**config.mk**
```make
export PLATFORM = sky130hd
export DESIGN_NAME = vertical_bitpack_encoder_unit
export DESIGN_NICKNAME = d
export VERILOG_FILES = /design/src/rtl/vbe_pkg.sv /design/src/rtl/vbe_bitlen.sv /design/src/rtl/vertical_bitpack_encoder_unit.sv
export SDC_FILE = /design/constraint.sdc
export NUM_CORES = 2
export LEC_CHECK = 0
export BUFFER_PORTS_ARGS = -buffer_cell sky130_fd_sc_hd__clkbuf_2
export CAP_MARGIN = 10
export CORE_MARGIN = 8
export CORE_UTILIZATION = 60
export CTS_CLUSTER_DIAMETER = 30
export DETAILED_ROUTE_END_ITERATION = 8
export PLACE_DENSITY = 0.76
export SLEW_MARGIN = 20
export SYNTH_ARGS = -nofsm -noshare
export SYNTH_HDL_FRONTEND = slang
export SYNTH_SLANG_ARGS = --single-unit
```
**constraint.sdc**
```tcl
create_clock -name aclk -period 13.48 [get_ports aclk]
set_input_delay 1.348 -clock aclk [delete_from_list [all_inputs] [get_ports aclk]]
set_output_delay 1.348 -clock aclk [all_outputs]
set_load 0.01 [all_outputs]
```
**src/rtl/vbe_pkg.sv**
```systemverilog
// ----------------------------------------------------------------------------
// vbe_pkg
// Shared types and constants for the vertical bit-pack encoder.
// ----------------------------------------------------------------------------
package vbe_pkg;

    localparam int GAP_WIDTH  = 32;
    localparam int SEL_WIDTH  = 6;
    localparam int LANE_WIDTH = 4;
    localparam int S_TDATA_W  = 32;
    localparam int M_TDATA_W  = 40;

    localparam logic KIND_SEL  = 1'b0;
    localparam logic KIND_LANE = 1'b1;

    typedef logic [GAP_WIDTH-1:0] gap_t;
    typedef logic [SEL_WIDTH-1:0] sel_t;

endpackage

```
**src/rtl/vbe_bitlen.sv**
```systemverilog
// ----------------------------------------------------------------------------
// vbe_bitlen
// Iterative bit-length unit: one halving compare-and-shift step per cycle.
// ----------------------------------------------------------------------------
module vbe_bitlen (
    input  logic              aclk,
    input  logic              aresetn,
    input  logic              start,
    input  vbe_pkg::gap_t     value,
    output logic              done,
    output vbe_pkg::sel_t     width
);
    import vbe_pkg::*;

    localparam int STEPS = 5;

    gap_t         x_reg, x_next;
    sel_t         r_reg, r_next;
    logic [2:0]   step_reg, step_next;
    logic         busy_reg, busy_next;
    logic         done_reg, done_next;
    logic         zero_reg, zero_next;
    logic [4:0]   amt;
    logic         top_zero;

    assign amt      = 5'd16 >> step_reg;
    assign top_zero = (x_reg >> (6'd32 - 6'(amt))) == '0;

    always_comb begin
        x_next    = x_reg;
        r_next    = r_reg;
        step_next = step_reg;
        busy_next = busy_reg;
        done_next = 1'b0;
        zero_next = zero_reg;
        if (start) begin
            x_next    = value;
            r_next    = sel_t'(GAP_WIDTH);
            step_next = '0;
            busy_next = 1'b1;
            zero_next = (value == '0);
        end else if (busy_reg) begin
            if (top_zero) begin
                x_next = x_reg << amt;
                r_next = r_reg - sel_t'(amt);
            end
            step_next = step_reg + 3'd1;
            if (step_reg == 3'(STEPS - 1)) begin
                busy_next = 1'b0;
                done_next = 1'b1;
            end
        end
    end

    always_ff @(posedge aclk) begin
        if (!aresetn) begin
            busy_reg <= 1'b0;
            done_reg <= 1'b0;
            step_reg <= '0;
        end else begin
            busy_reg <= busy_next;
            done_reg <= done_next;
            step_reg <= step_next;
        end
    end

    always_ff @(posedge aclk) begin
        x_reg    <= x_next;
        r_reg    <= r_next;
        zero_reg <= zero_next;
    end

    assign done  = done_reg;
    assign width = zero_reg ? sel_t'(1) : r_reg;

endmodule

```
**src/rtl/vertical_bitpack_encoder_unit.sv**
```systemverilog
// ----------------------------------------------------------------------------
// vertical_bitpack_encoder_unit
// Gathers d-gaps into columns of LANES values and packs the columns into
// words of LANES lane words, emitting selectors and packed lane words.
// ----------------------------------------------------------------------------
//  channel | dir | tdata (low bit up)                        | tuser | tlast
//  s_      | in  | gap_value[31:0]                           | -     | end_of_list
//  m_      | out | out_value[31:0] lane[3:0] last[0] pad[2:0] | kind  | list_done
//
//  An item that does not close a column leaves s_ ready for the next item.
//  A closing item starts the bit-length unit; then the open word spills lane by
//  lane if the column does not fit, the selector goes out, the column is merged
//  lane by lane, and the word spills at the list end; s_tready stays low until
//  the column is done. A stalled m_ channel holds the sequence.
//  aresetn is synchronous; no clearing pass is needed after reset.
// ----------------------------------------------------------------------------
module vertical_bitpack_encoder_unit #(
    parameter int LANES     = 16,
    parameter int LANE_BITS = 32
) (
    input  logic                           aclk,
    input  logic                           aresetn,
    input  logic                           s_tvalid,
    output logic                           s_tready,
    input  logic [vbe_pkg::S_TDATA_W-1:0]  s_tdata,   // gap_value[31:0]
    input  logic                           s_tlast,
    output logic                           m_tvalid,
    input  logic                           m_tready,
    output logic [vbe_pkg::M_TDATA_W-1:0]  m_tdata,   // out_value, lane, last, pad
    output logic                           m_tuser,   // kind
    output logic                           m_tlast
);
    import vbe_pkg::*;

    localparam int GAP_W  = (LANE_BITS < GAP_WIDTH) ? LANE_BITS : GAP_WIDTH;
    localparam int IDX_W  = $clog2(LANES);
    localparam int FILL_W = $clog2(LANES + 1);
    localparam int BITS_W = $clog2(LANE_BITS + 1);
    localparam int SUM_W  = ((BITS_W > SEL_WIDTH) ? BITS_W : SEL_WIDTH) + 1;

    localparam logic [2:0] ST_IDLE  = 3'd0;
    localparam logic [2:0] ST_LEN   = 3'd1;
    localparam logic [2:0] ST_FLUSH = 3'd2;
    localparam logic [2:0] ST_SEL   = 3'd3;
    localparam logic [2:0] ST_MERGE = 3'd4;
    localparam logic [2:0] ST_FINAL = 3'd5;

    logic [GAP_W-1:0]     column_store [LANES];
    logic [LANE_BITS-1:0] word_lanes_reg [LANES];

    logic [2:0]        state_reg;
    logic [FILL_W-1:0] fill_reg;
    logic [GAP_W-1:0]  column_or_reg;
    logic [BITS_W-1:0] bits_used_reg;
    logic              has_cols_reg;
    logic              end_reg;
    logic [IDX_W-1:0]  idx_reg;
    sel_t              w_reg;

    logic              m_valid_reg;
    logic              m_kind_reg;
    logic [31:0]       m_value_reg;
    logic [3:0]        m_lane_reg;
    logic              m_last_reg;
    logic              m_done_reg;

    logic              s_fire;
    logic              out_free;
    logic              m_load;
    logic [GAP_W-1:0]  gap;
    logic [GAP_W-1:0]  column_or_next;
    logic              closing;
    logic              len_done;
    sel_t              len_width;
    logic [SUM_W-1:0]  bits_sum;
    logic              last_idx;

    assign s_tready       = (state_reg == ST_IDLE);
    assign s_fire         = s_tvalid && s_tready;
    assign out_free       = !m_valid_reg || m_tready;
    assign m_load         = out_free && (state_reg inside {ST_FLUSH, ST_FINAL, ST_SEL});
    assign gap            = GAP_W'(s_tdata);
    assign column_or_next = column_or_reg | gap;
    assign closing        = (fill_reg == FILL_W'(LANES - 1)) || s_tlast;
    assign bits_sum       = SUM_W'(bits_used_reg) + SUM_W'(len_width);
    assign last_idx       = (idx_reg == IDX_W'(LANES - 1));

    vbe_bitlen u_bitlen (
        .aclk    (aclk),
        .aresetn (aresetn),
        .start   (s_fire && closing),
        .value   (gap_t'(column_or_next)),
        .done    (len_done),
        .width   (len_width)
    );

    always_ff @(posedge aclk) begin
        if (s_fire) begin
            column_store[fill_reg[IDX_W-1:0]] <= gap;
        end
    end

    always_ff @(posedge aclk) begin
        if (!aresetn) begin
            state_reg     <= ST_IDLE;
            fill_reg      <= '0;
            column_or_reg <= '0;
            bits_used_reg <= '0;
            has_cols_reg  <= 1'b0;
            end_reg       <= 1'b0;
            idx_reg       <= '0;
            m_valid_reg   <= 1'b0;
            for (int i = 0; i < LANES; i++) begin
                word_lanes_reg[i] <= '0;
            end
        end else begin
            if (m_load) begin
                m_valid_reg <= 1'b1;
            end else if (m_tready) begin
                m_valid_reg <= 1'b0;
            end
            case (state_reg)
                ST_IDLE: begin
                    if (s_fire) begin
                        fill_reg      <= fill_reg + FILL_W'(1);
                        column_or_reg <= column_or_next;
                        end_reg       <= s_tlast;
                        if (closing) begin
                            state_reg <= ST_LEN;
                        end
                    end
                end
                ST_LEN: begin
                    if (len_done) begin
                        w_reg   <= len_width;
                        idx_reg <= '0;
                        if (has_cols_reg && (bits_sum > SUM_W'(LANE_BITS))) begin
                            state_reg <= ST_FLUSH;
                        end else begin
                            state_reg <= ST_SEL;
                        end
                    end
                end
                ST_FLUSH, ST_FINAL: begin
                    if (out_free) begin
                        m_kind_reg              <= KIND_LANE;
                        m_value_reg             <= 32'(word_lanes_reg[idx_reg]);
                        m_lane_reg              <= 4'(idx_reg);
                        m_last_reg              <= (state_reg == ST_FINAL) && last_idx;
                        m_done_reg              <= (state_reg == ST_FINAL) && last_idx;
                        word_lanes_reg[idx_reg] <= '0;
                        if (last_idx) begin
                            idx_reg       <= '0;
                            bits_used_reg <= '0;
                            has_cols_reg  <= 1'b0;
                            state_reg     <= (state_reg == ST_FLUSH) ? ST_SEL : ST_IDLE;
                        end else begin
                            idx_reg       <= idx_reg + IDX_W'(1);
                        end
                    end
                end
                ST_SEL: begin
                    if (out_free) begin
                        m_kind_reg  <= KIND_SEL;
                        m_value_reg <= 32'(w_reg);
                        m_lane_reg  <= '0;
                        m_last_reg  <= !end_reg;
                        m_done_reg  <= 1'b0;
                        idx_reg     <= '0;
                        state_reg   <= ST_MERGE;
                    end
                end
                ST_MERGE: begin
                    word_lanes_reg[idx_reg] <= word_lanes_reg[idx_reg]
                        | (LANE_BITS'(column_store[idx_reg]) << bits_used_reg);
                    if ((FILL_W'(idx_reg) + FILL_W'(1)) == fill_reg) begin
                        idx_reg       <= '0;
                        bits_used_reg <= bits_used_reg + BITS_W'(w_reg);
                        has_cols_reg  <= 1'b1;
                        fill_reg      <= '0;
                        column_or_reg <= '0;
                        state_reg     <= end_reg ? ST_FINAL : ST_IDLE;
                    end else begin
                        idx_reg       <= idx_reg + IDX_W'(1);
                    end
                end
                default: begin
                    state_reg <= ST_IDLE;
                end
            endcase
        end
    end

    assign m_tvalid = m_valid_reg;
    assign m_tdata  = {3'b000, m_last_reg, m_lane_reg, m_value_reg};
    assign m_tuser  = m_kind_reg;
    assign m_tlast  = m_done_reg;

endmodule

```
==> impl_metrics.csv <==
group,metric,value,unit
outcome,status,"finished clean",
floorplan,core,88100,sq um
place,port_buffers,77,
cells_and_area,multiInputGateArea,17500,sq um
sta,min_period_over_period,0.444,
cells_and_area,layoutNonFillerInstCount,5037,
cells_and_area,syn_to_final_growth,15.7,%
worst_setup_path,reg2reg_slack,7.50,ns
cells_and_area,fillCellCount,5594,
clock_tree,htreeDepth,4,
cells_and_area,area.sequential,34500,sq um
floorplan,die_w,314,um
synth,synthAdderAreaFrac,0.00819,
synth,synth_top_area_frac,0.622,
floorplan,num_rows,109,
worst_setup_path,worstPathArrival,6.45,ns
drt,detail_route.vias_per_cell,6.86,
synth,yosysWarnings,0,
clock_tree,clkTransAtPathRegs,0.06,ns
sta,maxSlewHeadroom,0.220,
place,dp_cells,4654,
synth,ys_top_cells_by_count,"edfxtp_1, nor2_1, mux4_2, mux2i_1, nand2_1",
global_route,antenna_found_initial,9,
clock_tree,numClockSinks,1170,
synth,synth_seq_cells,1170,
global_route,grt_pass1_wl,225,mm
synth,synth_compound_area_frac,0.0662,
power,peakVddDrop,163,uV
worst_setup_path,cpMaxStageDelayCell,"a211oi_2",
synth,synth.distinct_cells,90,
worst_setup_path,r2r-end,"word_lanes_reg[13][26]",
drt,firstDrtPassIters,7,
synth,yosysTopAreaCell,"edfxtp_1",
sta,fin_crit,5.98,ns
drt,drt-initial-drc-count,5065,
clock_tree,postCtsSetupBuffers,0,
synth,async_flop_share,0,
clock_tree,cts_root_buffer,"clkbuf_16",
worst_setup_path,crit_fanout,98,
synth,synth-edff-count,1102,
clock_tree,cts_max_path_buffers,3,
worst_setup_path,required,13.95,ns
cells_and_area,fin_util,0.699,
sta,fin_tns_setup,0,ns
synth,syn-mean-instance-area,14.8,sq um
worst_setup_path,worst_setup_path_end_kind,"flop",
synth,synth_top_family_by_area,"multiplexers",
synth,synth-xor-area-share,0.00329,
min_path,hold_path.startpoint,"column_or_reg[13]",
synth,synthCells,3605,
global_route,grt_pass1_vias,34500,
sta,slew_violations,0,
clock_tree,cts_hold_buf,0,
worst_setup_path,critPathMaxStageDelay,0.87,ns
drt,vias,34600,
synth,synthSimpleGateAreaFrac,0.0928,
global_route,grt.total_usage,0.306,
synth,synth_ff_type,"edfxtp_1",
synth,syn-cell-area,53200,sq um
synth,synthMuxAreaShare,0.153,
clock_tree,numCtsBuffers,199,
drt,drc_errors,0,
synth,yosys.cell_count.top_type,"edfxtp_1",
worst_setup_path,rr_worst_depth,8,
sta,setup_viol,0,
sta,tightest_slew,1.17,ns
floorplan,io_pins,81,
sta,clock_skew,0.0567,ns
global_route,grt_max_degree,136,
floorplan,die_y,314,um
sta,timing.hold.ws,0.470,ns
flow_run,cap_viol_max_count,0,
sta,fmax,167,MHz
power,powerDensity,176,nW/um^2
min_path,hp-class,"reg -> reg",
floorplan,start_util,0.604,
clock_tree,cts_tree,"yes",
sta,rsz0062_at_grt,"false",
worst_setup_path,critPathKind,"reg -> reg",
drt,postRouteAntennaNets,0,
synth,synthTopCellsByArea,"edfxtp_1, mux4_2, nor2_1, mux2i_1, dfxtp_1",
drt,routedWlPerCell,30.5,um
clock_tree,worstSkewPairLatency,0.81,ns
drt,drt-total-wl,153,mm
worst_setup_path,crit_chain,"buf_4, buf_12, buf_4, mux4_2, mux4_2, a311o_1, a211oi_2, nor3_1",
cells_and_area,drive_above_1_share,0.235,
worst_setup_path,start_kind,"flop",
global_route,grt-ovfl-total,0,
synth,ys_seq_area_frac,0.648,
place,dpl.hpwl,89.4,mm
power,p_leak,21.2,nW
min_path,min_path_cells,2,
sta,hold_viol,0,
floorplan,die_area,98400,sq um
min_path,min_to,"column_or_reg[13]",
place,place.gp.congestion,0.940,
cells_and_area,layout.nets,3762,
clock_tree,post_cts_resized,0,
-- placed cells by master (no fill, tap or decap), drive strengths merged, types with 68 or more instances in the layout --
master / count
buf: 75
dfxtp: 68
nor2: 659
nor3: 69
nand2: 148
inv: 73
mux2i: 182
edfxtp: 1102
clkbuf: 309
a21oi: 118
mux4: 268
-- per-layer routing --
metal / vias to the layer above / GRT usage / routed length [um]
li1: 14200 / - / -
met1: 17300 / 0.389 / 54100
met2: 2591 / 0.492 / 74200
met3: 491 / 0.0768 / 17500
met4: 6 / 0.152 / 7630
met5: - / 0 / 41
-- stage by stage --
step,setup WS [ns],power [mW],instance area [sq um]
after CTS,7.41,10.8,61500
after floorplan,8.39,5.23,53200
after global routing,7.07,11.1,61500
after global placement,7.63,5.66,54500
final,7.50,10.8,61600
after detailed placement,7.52,5.68,54500
-- worst max-delay path by stage --
stage / depth (start not counted) / slack [ns] / end / start
2_1_floorplan: 3 / 8.39 / m_lane_reg[0] / aresetn
3_3_place_gp: 9 / 7.63 / word_lanes_reg[15][31] / flop
3_5_place_dp: 9 / 7.52 / word_lanes_reg[13][31] / flop
4_1_cts: 8 / 7.41 / word_lanes_reg[13][26] / flop
5_1_grt: 8 / 7.07 / word_lanes_reg[13][26] / flop
6_report: 8 / 7.50 / word_lanes_reg[13][26] / flop
-- worst max-delay path, delay by kind of cell (launching register included) --
kind | cells | cell delay (ns)
buffers and inverters | 3 | 2.17
DFF | 1 | 0.81
and+or+nand+nor | 1 | 0.16
AOI/OAI and AO/OA | 2 | 1.22
muxes | 2 | 1.13
-- power by group --
part | total, mW | switching (mW) | internal [mW]
sequential | 4.32 | 0.113 | 4.20
clock | 5.17 | 1.92 | 3.25
combinational | 1.36 | 0.913 | 0.450
total | 10.8 | 2.95 | 7.90
-- final cells by class --
cell class,instances,area share
inverter,39,0.00238
multi-input combinational,2129,0.284
antenna,7,0.000285
sequential,1170,0.560
clock buffer,231,0.0859
timing repair buffer,153,0.0164
tap,1165,0.0237
clock inverter,143,0.0276
-- cells by family (layout without fill, tap and decap cells) --
logic type,count (synthesis),after routing
flops,1170,1170
simple gates,1102,1102
compound gates,494,494
mux,477,477
buf+inv,308,566
fa+ha+maj,33,33
xor+xnor,20,20
other cells,1,10
No activity file was read; power rests on OpenSTA's default activity.
